`src/rtl/core/assert_macros.svh`:
```
// Assertion macros shared by the sorted priority queue RTL.
// Depends on nothing; included by the files that carry assertions.
`ifndef ASSERT_MACROS_SVH
`define ASSERT_MACROS_SVH

// Checked on every clock edge outside reset.
`define SPQ_ASSERT(lbl, clk, rst, prop, msg) \
   lbl: assert property (@(posedge clk) disable iff (rst) prop) else $error(msg);

// Checked on every clock edge, reset included.
`define SPQ_ASSERT_ALWAYS(lbl, clk, prop, msg) \
   lbl: assert property (@(posedge clk) prop) else $error(msg);

`endif

```
`src/rtl/core/spq_pkg.sv`:
```
// Types and constants of the sorted priority queue.
// Depends on nothing; used by the controller, the datapath and the top level.
`timescale 1ns / 1ps

package spq_pkg;

   localparam int VALUE_W  = 16;
   localparam int PRIO_W   = 8;
   localparam int STATUS_W = 2;
   localparam int OCC_W    = 5;
   localparam int CAP_W    = 5;

   localparam logic [CAP_W-1:0] CAP_RESET = 5'd16;

   localparam logic OP_ENQUEUE = 1'b0;
   localparam logic OP_DEQUEUE = 1'b1;

   localparam logic [STATUS_W-1:0] STAT_DONE  = 2'd0;
   localparam logic [STATUS_W-1:0] STAT_FULL  = 2'd1;
   localparam logic [STATUS_W-1:0] STAT_EMPTY = 2'd2;

   typedef struct packed {
      logic                capture;
      logic                execute;
      logic                insert;
      logic                remove;
      logic [STATUS_W-1:0] status;
   } cmd_type;

   typedef struct packed {
      logic op;
      logic full;
      logic empty;
   } stat_type;

endpackage

```
`src/rtl/core/spq_ctrl.sv`:
```
// Controller of the sorted priority queue: capture and execute sequencing.
// Depends on spq_pkg and assert_macros.svh.
`timescale 1ns / 1ps
`include "assert_macros.svh"

module spq_ctrl (
   input  logic              clock,
   input  logic              reset,
   input  logic              start,
   output logic              busy,
   output logic              rsp_strobe,
   output spq_pkg::cmd_type  cmd,
   input  spq_pkg::stat_type stat
);
   import spq_pkg::*;

   typedef enum logic [1:0] {
      ST_IDLE = 2'b01,
      ST_EXEC = 2'b10
   } state_type;

   state_type state_ff;
   state_type state_in;
   logic      strobe_ff;
   logic      strobe_in;

   always_comb begin
      cmd      = '0;
      state_in = state_ff;
      unique case (state_ff)
         ST_IDLE: begin
            if (start) begin
               cmd.capture = 1'b1;
               state_in    = ST_EXEC;
            end
         end
         ST_EXEC: begin
            cmd.execute = 1'b1;
            state_in    = ST_IDLE;
            priority if (stat.op == OP_DEQUEUE) begin
               if (stat.empty) begin
                  cmd.status = STAT_EMPTY;
               end else begin
                  cmd.remove = 1'b1;
                  cmd.status = STAT_DONE;
               end
            end else begin
               if (stat.full) begin
                  cmd.status = STAT_FULL;
               end else begin
                  cmd.insert = 1'b1;
                  cmd.status = STAT_DONE;
               end
            end
         end
         default: begin
            state_in = ST_IDLE;
         end
      endcase
   end

   assign strobe_in  = cmd.execute;
   assign busy       = (state_ff == ST_EXEC);
   assign rsp_strobe = strobe_ff;

   always_ff @(posedge clock) begin
      if (reset) begin
         state_ff  <= ST_IDLE;
         strobe_ff <= 1'b0;
      end else begin
         state_ff  <= state_in;
         strobe_ff <= strobe_in;
      end
   end

   `SPQ_ASSERT(a_capture_then_busy, clock, reset, cmd.capture |=> busy, "capture not followed by execute")
   `SPQ_ASSERT_ALWAYS(a_single_action, clock, !(cmd.insert && cmd.remove), "insert and remove together")
   `SPQ_ASSERT(a_strobe_when_idle, clock, reset, rsp_strobe |-> !busy, "result shown while busy")

endmodule

```
`src/rtl/core/spq_datapath.sv`:
```
// Datapath of the sorted priority queue: request registers, a row of
// compare-and-shift entry cells, the count, capacity and result registers.
// Depends on spq_pkg and assert_macros.svh.
`timescale 1ns / 1ps
`include "assert_macros.svh"

module spq_datapath #(
   parameter int DEPTH = 16
) (
   input  logic                          clock,
   input  logic                          reset,
   input  logic                          csr_we,
   input  logic [spq_pkg::CAP_W-1:0]     csr_wdata,
   input  logic                          req_op,
   input  logic [spq_pkg::VALUE_W-1:0]   req_item_value,
   input  logic [spq_pkg::PRIO_W-1:0]    req_priority_req,
   input  spq_pkg::cmd_type              cmd,
   output spq_pkg::stat_type             stat,
   output logic [spq_pkg::STATUS_W-1:0]  rsp_status,
   output logic [spq_pkg::VALUE_W-1:0]   rsp_removed_value,
   output logic [spq_pkg::OCC_W-1:0]     rsp_occupancy
);
   import spq_pkg::*;

   localparam int CW = $clog2(DEPTH + 1);
   localparam int MW = (CW > CAP_W) ? CW : CAP_W;

   logic                op_ff;
   logic [VALUE_W-1:0]  item_ff;
   logic [PRIO_W-1:0]   prio_ff;
   logic [CAP_W-1:0]    capacity_ff;
   logic [CW-1:0]       held_ff;
   logic [CW-1:0]       held_in;
   logic [MW-1:0]       occ_wide;
   logic [STATUS_W-1:0] status_ff;
   logic [VALUE_W-1:0]  removed_ff;
   logic [VALUE_W-1:0]  removed_in;
   logic [OCC_W-1:0]    occ_ff;

   logic [VALUE_W-1:0]  val_ff  [DEPTH];
   logic [PRIO_W-1:0]   pri_ff  [DEPTH];
   logic [VALUE_W-1:0]  val_in  [DEPTH];
   logic [PRIO_W-1:0]   pri_in  [DEPTH];
   logic [DEPTH-1:0]    lt;

   always_ff @(posedge clock) begin
      if (cmd.capture) begin
         op_ff   <= req_op;
         item_ff <= req_item_value;
         prio_ff <= req_priority_req;
      end
   end

   always_ff @(posedge clock) begin
      if (reset) begin
         capacity_ff <= CAP_RESET;
      end else if (csr_we) begin
         capacity_ff <= csr_wdata;
      end
   end

   assign stat.op    = op_ff;
   assign stat.empty = (held_ff == '0);
   assign stat.full  = (MW'(held_ff) >= MW'(capacity_ff)) || (MW'(held_ff) >= MW'(DEPTH));

   // On insert, each cell decides from its own and its upper neighbor's comparison
   // whether it keeps its entry, takes the new one or takes the shifted one.
   for (genvar k = 0; k < DEPTH; k++) begin : g_cell
      logic                prev_lt;
      logic [VALUE_W-1:0]  up_val;
      logic [PRIO_W-1:0]   up_pri;
      logic [VALUE_W-1:0]  down_val;
      logic [PRIO_W-1:0]   down_pri;

      assign lt[k] = (CW'(k) < held_ff) && (pri_ff[k] < prio_ff);

      if (k == 0) begin : g_head
         assign prev_lt = 1'b1;
         assign up_val  = item_ff;
         assign up_pri  = prio_ff;
      end else begin : g_body
         assign prev_lt = lt[k-1];
         assign up_val  = val_ff[k-1];
         assign up_pri  = pri_ff[k-1];
      end

      if (k == DEPTH - 1) begin : g_tail
         assign down_val = val_ff[k];
         assign down_pri = pri_ff[k];
      end else begin : g_inner
         assign down_val = val_ff[k+1];
         assign down_pri = pri_ff[k+1];
      end

      always_comb begin
         val_in[k] = val_ff[k];
         pri_in[k] = pri_ff[k];
         priority if (cmd.insert) begin
            if (!lt[k]) begin
               if (prev_lt) begin
                  val_in[k] = item_ff;
                  pri_in[k] = prio_ff;
               end else begin
                  val_in[k] = up_val;
                  pri_in[k] = up_pri;
               end
            end
         end else if (cmd.remove) begin
            val_in[k] = down_val;
            pri_in[k] = down_pri;
         end
      end

      always_ff @(posedge clock) begin
         val_ff[k] <= val_in[k];
         pri_ff[k] <= pri_in[k];
      end
   end

   always_comb begin
      priority if (cmd.insert) begin
         held_in = held_ff + CW'(1);
      end else if (cmd.remove) begin
         held_in = held_ff - CW'(1);
      end else begin
         held_in = held_ff;
      end
   end

   assign removed_in = cmd.remove ? val_ff[0] : '0;
   assign occ_wide   = MW'(held_in);

   always_ff @(posedge clock) begin
      if (reset) begin
         held_ff <= '0;
      end else begin
         held_ff <= held_in;
      end
   end

   always_ff @(posedge clock) begin
      if (cmd.execute) begin
         status_ff  <= cmd.status;
         removed_ff <= removed_in;
         occ_ff     <= occ_wide[OCC_W-1:0];
      end
   end

   assign rsp_status        = status_ff;
   assign rsp_removed_value = removed_ff;
   assign rsp_occupancy     = occ_ff;

   `SPQ_ASSERT(a_count_bound, clock, reset, MW'(held_ff) <= MW'(DEPTH), "count above depth")
   `SPQ_ASSERT(a_insert_room, clock, reset, cmd.insert |-> !stat.full, "insert into full store")
   `SPQ_ASSERT(a_remove_held, clock, reset, cmd.remove |-> (held_ff != '0), "remove from empty store")

endmodule

```
`src/rtl/core/sorted_priority_queue_core.sv`:
```
// Channel   Handshake           Payload
// request   start / busy        req_op, req_item_value, req_priority_req
// result    rsp_strobe          rsp_status, rsp_removed_value, rsp_occupancy
// csr       csr_we              csr_wdata (capacity)
//
// An item is captured in one cycle and executed in the next, so busy is high
// for one cycle, while the controller is in its execute step. All entry cells
// compare and shift in the execute cycle. The result is strobed for one cycle
// after execute, and a new item may start in that same cycle; the receiver
// cannot hold results off.
// Reset is synchronous and empties the queue with capacity back at 16.
//
// Top level of the sorted priority queue; depends on spq_pkg, spq_ctrl
// and spq_datapath.
`timescale 1ns / 1ps

module sorted_priority_queue_core #(
   parameter int DEPTH = 16
) (
   input  logic                          clock,
   input  logic                          reset,
   input  logic                          start,
   output logic                          busy,
   input  logic                          req_op,
   input  logic [spq_pkg::VALUE_W-1:0]   req_item_value,
   input  logic [spq_pkg::PRIO_W-1:0]    req_priority_req,
   output logic                          rsp_strobe,
   output logic [spq_pkg::STATUS_W-1:0]  rsp_status,
   output logic [spq_pkg::VALUE_W-1:0]   rsp_removed_value,
   output logic [spq_pkg::OCC_W-1:0]     rsp_occupancy,
   input  logic                          csr_we,
   input  logic [spq_pkg::CAP_W-1:0]     csr_wdata
);
   import spq_pkg::*;

   cmd_type  cmd;
   stat_type stat;

   spq_ctrl u_ctrl (
      .clock      (clock),
      .reset      (reset),
      .start      (start),
      .busy       (busy),
      .rsp_strobe (rsp_strobe),
      .cmd        (cmd),
      .stat       (stat)
   );

   spq_datapath #(
      .DEPTH (DEPTH)
   ) u_datapath (
      .clock             (clock),
      .reset             (reset),
      .csr_we            (csr_we),
      .csr_wdata         (csr_wdata),
      .req_op            (req_op),
      .req_item_value    (req_item_value),
      .req_priority_req  (req_priority_req),
      .cmd               (cmd),
      .stat              (stat),
      .rsp_status        (rsp_status),
      .rsp_removed_value (rsp_removed_value),
      .rsp_occupancy     (rsp_occupancy)
   );

endmodule

```
`config.mk`:
```
export PLATFORM = sky130hd
export DESIGN_NAME = sorted_priority_queue_core
export DESIGN_NICKNAME = d
export VERILOG_FILES = /design/src/rtl/core/spq_pkg.sv /design/src/rtl/core/spq_ctrl.sv /design/src/rtl/core/spq_datapath.sv /design/src/rtl/core/sorted_priority_queue_core.sv
export VERILOG_INCLUDE_DIRS = /design/src /design/src/rtl/core
export SDC_FILE = /design/constraint.sdc
export NUM_CORES = 1
export LEC_CHECK = 0
export ABC_AREA = 1
export CAP_MARGIN = 0
export CORE_ASPECT_RATIO = 0.7
export CORE_MARGIN = 4
export CORE_UTILIZATION = 65
export CTS_CLUSTER_DIAMETER = 100
export CTS_CLUSTER_SIZE = 12
export DETAILED_ROUTE_END_ITERATION = 16
export DONT_BUFFER_PORTS = 1
export PLACE_DENSITY = 0.85
export SYNTH_ARGS = -nofsm -noshare
export SYNTH_HDL_FRONTEND = slang
export SYNTH_SLANG_ARGS = --single-unit
```
`constraint.sdc`:
```
create_clock -name clock -period 4 [get_ports clock]
set_input_delay 0.8 -clock clock [delete_from_list [all_inputs] [get_ports clock]]
set_output_delay 0.8 -clock clock [all_outputs]
set_load 0.05 [all_outputs]
```
==> flow_summary.json, run 1 <==
{
  "grt_setup_unrepaired": "no",
  "tns_ps": 0,
  "setup_viol": 0,
  "period_needed_ps": 3300,
  "hold_end": "u_datapath.held_ff[0]",
  "ioPinCount": 59,
  "cts_buffers": 43,
  "syn_area_per_cell_um2": 7.85,
  "clock_skew_ps": 24.9,
  "rrSetupSlack_ps": 700,
  "whs_ps": 294,
  "wl_per_cell_um": 19.5,
  "min_period_over_period_pct": 82.5,
  "dr.pass1.iters": 8,
  "core_region_area_um2": 38900,
  "slowest_delay_ps": 470,
  "criticalPathCategory": "reg2reg",
  "port_buffers": 0,
  "worstSetupStartpointType": "register",
  "status": "finished, final reports clean",
  "leakagePower_nw": 14.5,
  "cp.required_ps": 4310,
  "reg2regPathDepth": 12,
  "final_max_slew_viol_count": 0,
  "cts_resized": 0,
  "fp-row-count": 60,
  "grt_max_degree": 217,
  "fp.dieH_um": 175,
  "clockBufferDepth": 3,
  "hp-start": "reset",
  "grt_pass1_vias": 22600,
  "layout-drive-gt1-share_pct": 4.93,
  "netlist_instances": 3308,
  "grt_pass1_wl_um": 118000,
  "cpMaxStageDelayCell": "dfxtp_1",
  "worstHoldPathCells": 1,
  "cp.arrival_ps": 3610,
  "reg2reg_to": "u_datapath.pri_ff[4][5]",
  "postCtsHoldBufs": 0,
  "clk_latency_ps": 580,
  "clkSinkCount": 445,
  "slew_headroom_pct": 25.9,
  "r2r-start": "u_datapath.held_ff[0]",
  "synth_nets": 3456,
  "diodes": 0,
  "dr_total_vias": 22700,
  "peakVddDrop_mv": 0.480,
  "p_per_area_nw_per_um2": 339,
  "cp-end-kind": "register",
  "regArea_um2": 13200,
  "hpwl_um": 51600,
  "synthDistinctLibCells": 28,
  "dieArea_um2": 43200,
  "syn_to_final_growth_pct": 6.53,
  "grt.overflow.total": 0,
  "start_util_pct": 66.7,
  "grt_usage_pct": 34.2,
  "antenna_found_initial": 0,
  "synth_warnings": 0,
  "num-nets-final": 3427,
  "max_freq_mhz": 303,
  "crit_top_cell": "nand2_1",
  "cts_setup_buffers": 0,
  "worstPathCellList": "inv_2 > ha_1 > o21ai_0 > nand2_1 > nand2_1 > nand2_1 > nor2_4 > buf_12 > inv_8 > buf_12 > nand2_1 > nand2_1",
  "finalHoldViolations": 0,
  "cts_max_level": 2,
  "drv_cap": 0,
  "min_path_type": "in2reg",
  "place_congestion": 0.953,
  "root_buffer": "clkbuf_16",
  "wirelength_um": 74500,
  "cp_max_fo": 216,
  "drcViolationCount": 0,
  "multi_input_area_um2": 10400,
  "routed_via_density": 5.95,
  "ys_ff_latch": 445,
  "ant_nets": 0,
  "path_clk_slew_ps": 60,
  "die_w_um": 247,
  "cts_tree": "yes",
  "worstMarginPinSlew_ps": 1110,
  "synthesis.area_um2": 26000,
  "fill_cells": 2983,
  "drtIter0Drc": 3425,
  "seq_area_frac_synth_pct": 51.0
}
[routing by layer]
metal | vias up | GRT usage, % | wire (um)
li1 | 10400 | - | -
met1 | 10600 | 48.1 | 29900
met2 | 1518 | 52.3 | 32700
met3 | 221 | 8.39 | 9410
met4 | 0 | 11.9 | 2520
met5 | - | 0 | 0
[cells in the mapped netlist, drive strengths merged]
cell       n  area share, %
edfxtp   432             50
nor2      72            1.2
ha       114            5.5
nand4      3          0.072
a21oi     48           0.94
xnor2      1          0.034
inv      400            5.8
clkinv    21           0.30
buf      104            2.3
o21bai     3          0.087
nor3       2          0.039
xor2       6           0.20
o21ai     60            1.2
clkbuf    47           0.68
nand3    369            7.1
nand2   1612             24
nand3b     1          0.029
dfxtp     13            1.0
[cell families (layout without fill, tap and decap cells)]
family / after synthesis / after routing / synth area share, %
and+or+nand+nor: 2059 / 2059 / 32.0
xor gates and xnor gates: 7 / 7 / 0.236
DFF: 445 / 445 / 51.0
AOI/OAI and AO/OA: 111 / 111 / 2.18
buffers and inverters: 572 / 551 / 9.11
adders and majority gates: 114 / 114 / 5.50
[worst max path at each step]
stage | from | to | slack [ps] | cells after the start
2_1_floorplan | u_datapath.held_ff[0] | u_datapath.pri_ff[7][0] | 1120 | 12
3_3_place_gp | u_datapath.held_ff[0] | u_datapath.val_ff[5][26] | 1000 | 11
3_5_place_dp | u_datapath.held_ff[0] | u_datapath.val_ff[5][22] | 880 | 11
4_1_cts | u_datapath.held_ff[0] | u_datapath.val_ff[5][22] | 870 | 11
5_1_grt | u_datapath.held_ff[0] | u_datapath.val_ff[5][16] | 660 | 11
6_report | u_datapath.held_ff[0] | u_datapath.pri_ff[4][5] | 700 | 12
[cells in the final DEF (no fill, tap or decap)]
master	instances
nor3_1	2
inv_2	4
xnor2_1	1
nor2_2	4
inv_8	2
nand3_1	369
clkbuf_16	43
dfxtp_1	13
o21ai_1	12
ha_1	114
xor2_1	6
nand4_1	3
inv_1	395
inv_6	1
clkinv_1	21
nor2_4	3
edfxtp_1	432
a21oi_2	1
nand2_4	1
inv_16	1
nor2_1	65
clkbuf_1	7
nand3b_1	1
o21bai_1	3
buf_4	70
a21oi_1	47
nand2_2	25
nand2_1	1586
buf_12	7
o21ai_0	48
[metrics by stage]
| stage | util [%] | std cells | area [um2] | setup slack (ps) | total power [mW] |
|---|---|---|---|---|---|
| 2_1_floorplan | - | 3308 | 26000 | 1120 | 5.58 |
| 3_3_place_gp | 68.2 | 3761 | 26500 | 996 | 5.72 |
| 3_5_place_dp | 68.2 | 3761 | 26500 | 884 | 5.75 |
| 4_1_cts | 71.1 | 3814 | 27600 | 866 | 9.34 |
| 5_1_grt | 71.1 | 3814 | 27600 | 663 | 9.63 |
| 6_report | 71.1 | 3814 | 27600 | 700 | 9.37 |
[state kept, by name, indices dropped and copies added, names as in the netlist, 2 cells and up]
name / cells
u_datapath.g_cell.up_val: 16
u_datapath.rsp_removed_value: 16
u_datapath.held_ff: 5
u_datapath.g_cell.up_pri: 8
u_datapath.rsp_status: 2
u_datapath.capacity_ff: 5
u_datapath.pri_ff: 128
u_ctrl.state_ff: 2
u_datapath.val_ff: 256
u_datapath.rsp_occupancy: 5
[power by group]
part           internal, mW  switching, mW  leakage [nW]
sequential             5.13         0.0676          3.99
combinational         0.137          0.339          9.96
clock                  1.94           1.75         0.559
[cell type report]
| cell class | instances | share of cell area [%] |
|---|---|---|
| Tap cell | 527 | 2.38 |
| Timing Repair Buffer | 77 | 2.41 |
| Multi-Input combinational cell | 2291 | 37.5 |
| Inverter | 421 | 5.74 |
| Clock inverter | 3 | 0.145 |
| Clock buffer | 50 | 3.99 |
| Sequential cell | 445 | 47.9 |
[worst max-delay path: cells and delay by family, from the launching register on]
kind / cells / cell delay, ps
adder cells (fa/ha/maj): 1 / 320
AND/OR/NAND/NOR: 6 / 850
AO/OA/AOI/OAI: 1 / 170
flip-flops: 1 / 470
buffers and inverters: 4 / 870
Power figures use the tool's default switching activity.
==> run 2: changes to the inputs <==
--- a/config.mk
+++ b/config.mk
@@ -6,16 +6,16 @@
 export SDC_FILE = /design/constraint.sdc
 export NUM_CORES = 1
 export LEC_CHECK = 0
-export ABC_AREA = 1
+export ABC_AREA = 0
 export CAP_MARGIN = 0
 export CORE_ASPECT_RATIO = 0.7
 export CORE_MARGIN = 4
-export CORE_UTILIZATION = 65
+export CORE_UTILIZATION = 58
 export CTS_CLUSTER_DIAMETER = 100
 export CTS_CLUSTER_SIZE = 12
 export DETAILED_ROUTE_END_ITERATION = 16
 export DONT_BUFFER_PORTS = 1
-export PLACE_DENSITY = 0.85
+export PLACE_DENSITY = 0.8
 export SYNTH_ARGS = -nofsm -noshare
 export SYNTH_HDL_FRONTEND = slang
 export SYNTH_SLANG_ARGS = --single-unit
==> constraint.sdc (replaced) <==
create_clock -name clock -period 2.7 [get_ports clock]
set_input_delay 0.54 -clock clock [delete_from_list [all_inputs] [get_ports clock]]
set_output_delay 0.54 -clock clock [all_outputs]
set_load 0.05 [all_outputs]
==> run 2 against run 1 <==
Effect of this change: the flow now finishes with violations (negative setup slack); clock-buffer cell count up 8; utilization fell by 1.9 points; critical endpoint is now u_datapath.val_ff[1][30]; highest routed layer unchanged; register-to-register slack lost 800 ps; die area up 4.0%; global-route usage fell by 7.4 points; largest power group unchanged; maximum frequency rose by 18%; design area increased by 2.7%; via count fell by 15%; worst setup slack lost 800 ps; flip-flop and latch count did not move.
==> flow_summary.json, run 2 <==
{
  "drtIter0Drc": 3108,
  "synth.most_common_cell": "edfxtp_1",
  "layout-drive-gt1-share_pct": 16.4,
  "cts_max_level": 2,
  "synthesis.area_um2": 24100,
  "clockBufferDepth": 3,
  "placed_cells": 2639,
  "start_util_pct": 58.8,
  "p_per_area_nw_per_um2": 498,
  "finalNonFillerCells": 2781,
  "drcViolationCount": 0,
  "multi_input_area_um2": 10800,
  "criticalPathCategory": "reg2reg",
  "yosysTopAreaCell": "edfxtp_1",
  "swShare_pct": 23.4,
  "async_reset_ff_share_pct": 0,
  "final_max_slew_viol_count": 0,
  "ys_ff_latch": 445,
  "finalHoldViolations": 0,
  "p_seq_share_pct": 54.5,
  "port_buffers": 0,
  "netlist.area_leader.share_pct": 53.8,
  "whs_ps": 17.9,
  "die_w_um": 252,
  "worstSetupStartpointType": "register",
  "largest_reg_flops": 256,
  "slew_headroom_pct": 39.1,
  "wl_per_cell_um": 25.7,
  "core_region_area_um2": 41000,
  "clk_latency_ps": 590,
  "combPwrFrac_pct": 5.5,
  "violations": "negative setup slack",
  "seq_area_frac_synth_pct": 54.9,
  "dr.pass1.iters": 6,
  "final_common_cell": "edfxtp_1",
  "peakVddDrop_mv": 0.613,
  "cts_buffers": 43,
  "synth_commonest_cells": "edfxtp_1, nand2_1, o21ai_0",
  "status": "complete, but fails checks",
  "max_freq_mhz": 358,
  "setup_viol": 160,
  "synth_nets": 2315,
  "dieArea_um2": 45000,
  "hpwl_um": 40400,
  "period_needed_ps": 2790,
  "routed_via_density": 6.91,
  "root_buffer": "clkbuf_16",
  "synth-edff-count": 432,
  "fp.dieH_um": 179,
  "path_clk_slew_ps": 60,
  "synthTopCellsByArea": "edfxtp_1, mux2i_1, ha_1",
  "cts_tree": "yes",
  "synthDistinctLibCells": 51,
  "antenna_found_initial": 0,
  "worstMarginPinSlew_ps": 910,
  "fin_ws_ps": -94.8,
  "wirelength_um": 71400,
  "regArea_um2": 13200,
  "cp_max_fo": 5,
  "regMostFlops": "u_datapath.val_ff",
  "fp-row-count": 62,
  "cp.arrival_ps": 3090,
  "p_int_mw": 10.8,
  "synth_ff_type": "edfxtp_1",
  "grt_pass1_wl_um": 96600,
  "drv_cap": 0,
  "grt.overflow.total": 0,
  "leakagePower_nw": 10.0,
  "power_mw": 14.1,
  "dr_total_vias": 19200,
  "syn_to_final_growth_pct": 17.7,
  "grt_usage_pct": 26.9,
  "min_period_over_period_pct": 104,
  "min_path_type": "in2reg",
  "ioPinCount": 59,
  "postCtsHoldBufs": 0,
  "clock_skew_ps": 22.5,
  "grt_pass1_vias": 17600,
  "fill_cells": 2654,
  "switchingPower_mw": 3.30,
  "top_regs": "u_datapath.val_ff (256), u_datapath.pri_ff (128)",
  "layout_common_cells": "edfxtp_1, nand2_1, o21ai_0, mux2i_1",
  "num-nets-final": 2368,
  "clkSinkCount": 445,
  "netlist_instances": 2167,
  "cp.required_ps": 3000,
  "ant_nets": 0,
  "grt_setup_unrepaired": "yes",
  "grt_max_degree": 129,
  "pwr-share-clk_pct": 40.0,
  "diodes": 0,
  "cp-end-kind": "register",
  "synth_warnings": 0,
  "syn_area_per_cell_um2": 11.1,
  "place_congestion": 0.905,
  "final_core_util_pct": 69.2
}
-- run 2: cell types whose count changed after synthesis, sizes merged, moves of 15 or more --
cell,previous run,this run
clkinv,21,1
nand2,1612,359
a31oi,0,57
a21o,0,15
mux2,0,27
and2,0,19
o21ai,60,294
inv,400,21
clkbuf,47,94
nand3,369,78
o211ai,0,76
buf,104,78
mux2i,0,245
nor2,72,99
-- run 2: critical path, cell delays in order, from the launching register on --
cell	delay, ps
edfxtp_1	420
clkinvlp_4	220
buf_6	170
buf_6	120
ha_4	210
a211o_1	250
a31oi_1	210
o221a_4	280
buf_12	140
clkbuf_16	160
mux2i_1	190
o21ai_0	150
-- run 2: repair_timing --
item / CTS / global route
gates resized for setup: 31 / 116
pin swaps: 12 / 34
endpoints found under the setup margin: 445 / 535
cloned: 7 / 30
setup buffers: 5 / 40
-- run 2: through the flow --
stage	cell area, um2	setup TNS, ps	setup WS (ps)
final	28400	-3690	-94.8
after global routing	28400	-24220	-151
after CTS	27000	-19.5	-14.1
after detailed placement	25400	-33110	-225
after global placement	25400	-10950	-195
after floorplan	24500	-24580	-193
-- run 2: final timing paths --
check | slack (ps) | endpoint | cells past startpoint | from
worst max-delay path | -90 | u_datapath.val_ff[1][30] | 11 | u_datapath.g_cell[0].up_pri[2]
worst min-delay path | 20 | u_datapath.capacity_ff[3] | 1 | reset
worst max register to register | -90 | u_datapath.val_ff[1][30] | 11 | u_datapath.g_cell[0].up_pri[2]
worst min register to register | 500 | u_datapath.capacity_ff[3] | 2 | u_datapath.capacity_ff[3]
-- run 2: cell families (layout without fill, tap and decap cells) --
family	Yosys count	count (layout)	share of synthesized area, %
adders and majority gates	114	114	5.91
DFF	445	445	54.9
buffers and inverters	194	256	3.79
muxes	272	272	11.4
AOI/OAI and AO/OA	537	545	13.4
and+or+nand+nor	602	602	10.5
xor gates and xnor gates	3	3	0.109
-- run 2: area by class of cell --
cell class	count	share of cell area, %
Clock buffer	58	3.99
Clock inverter	4	0.322
Inverter	22	0.401
Multi-Input combinational cell	1536	38.2
Sequential cell	445	46.6
Tap cell	544	2.40
Timing Repair Buffer	171	8.09
Timing Repair inverter	1	0.0264
-- run 2: power by group through the flow --
stage / sequential, mW / combinational, mW / clock [mW]
floorplan: 7.78 / 0.446 / 0
global placement: 7.85 / 0.585 / 0
detailed placement: 7.85 / 0.619 / 0
CTS: 7.70 / 0.653 / 5.64
global route: 7.71 / 0.826 / 5.97
finish: 7.71 / 0.777 / 5.65
-- run 2: routing by layer --
metal	global-route usage, %	vias up	wire length (um)
li1	-	8181	-
met1	37.9	9311	28200
met2	42.3	1496	31500
met3	5.82	217	9440
met4	8.11	0	2260
met5	0	-	0
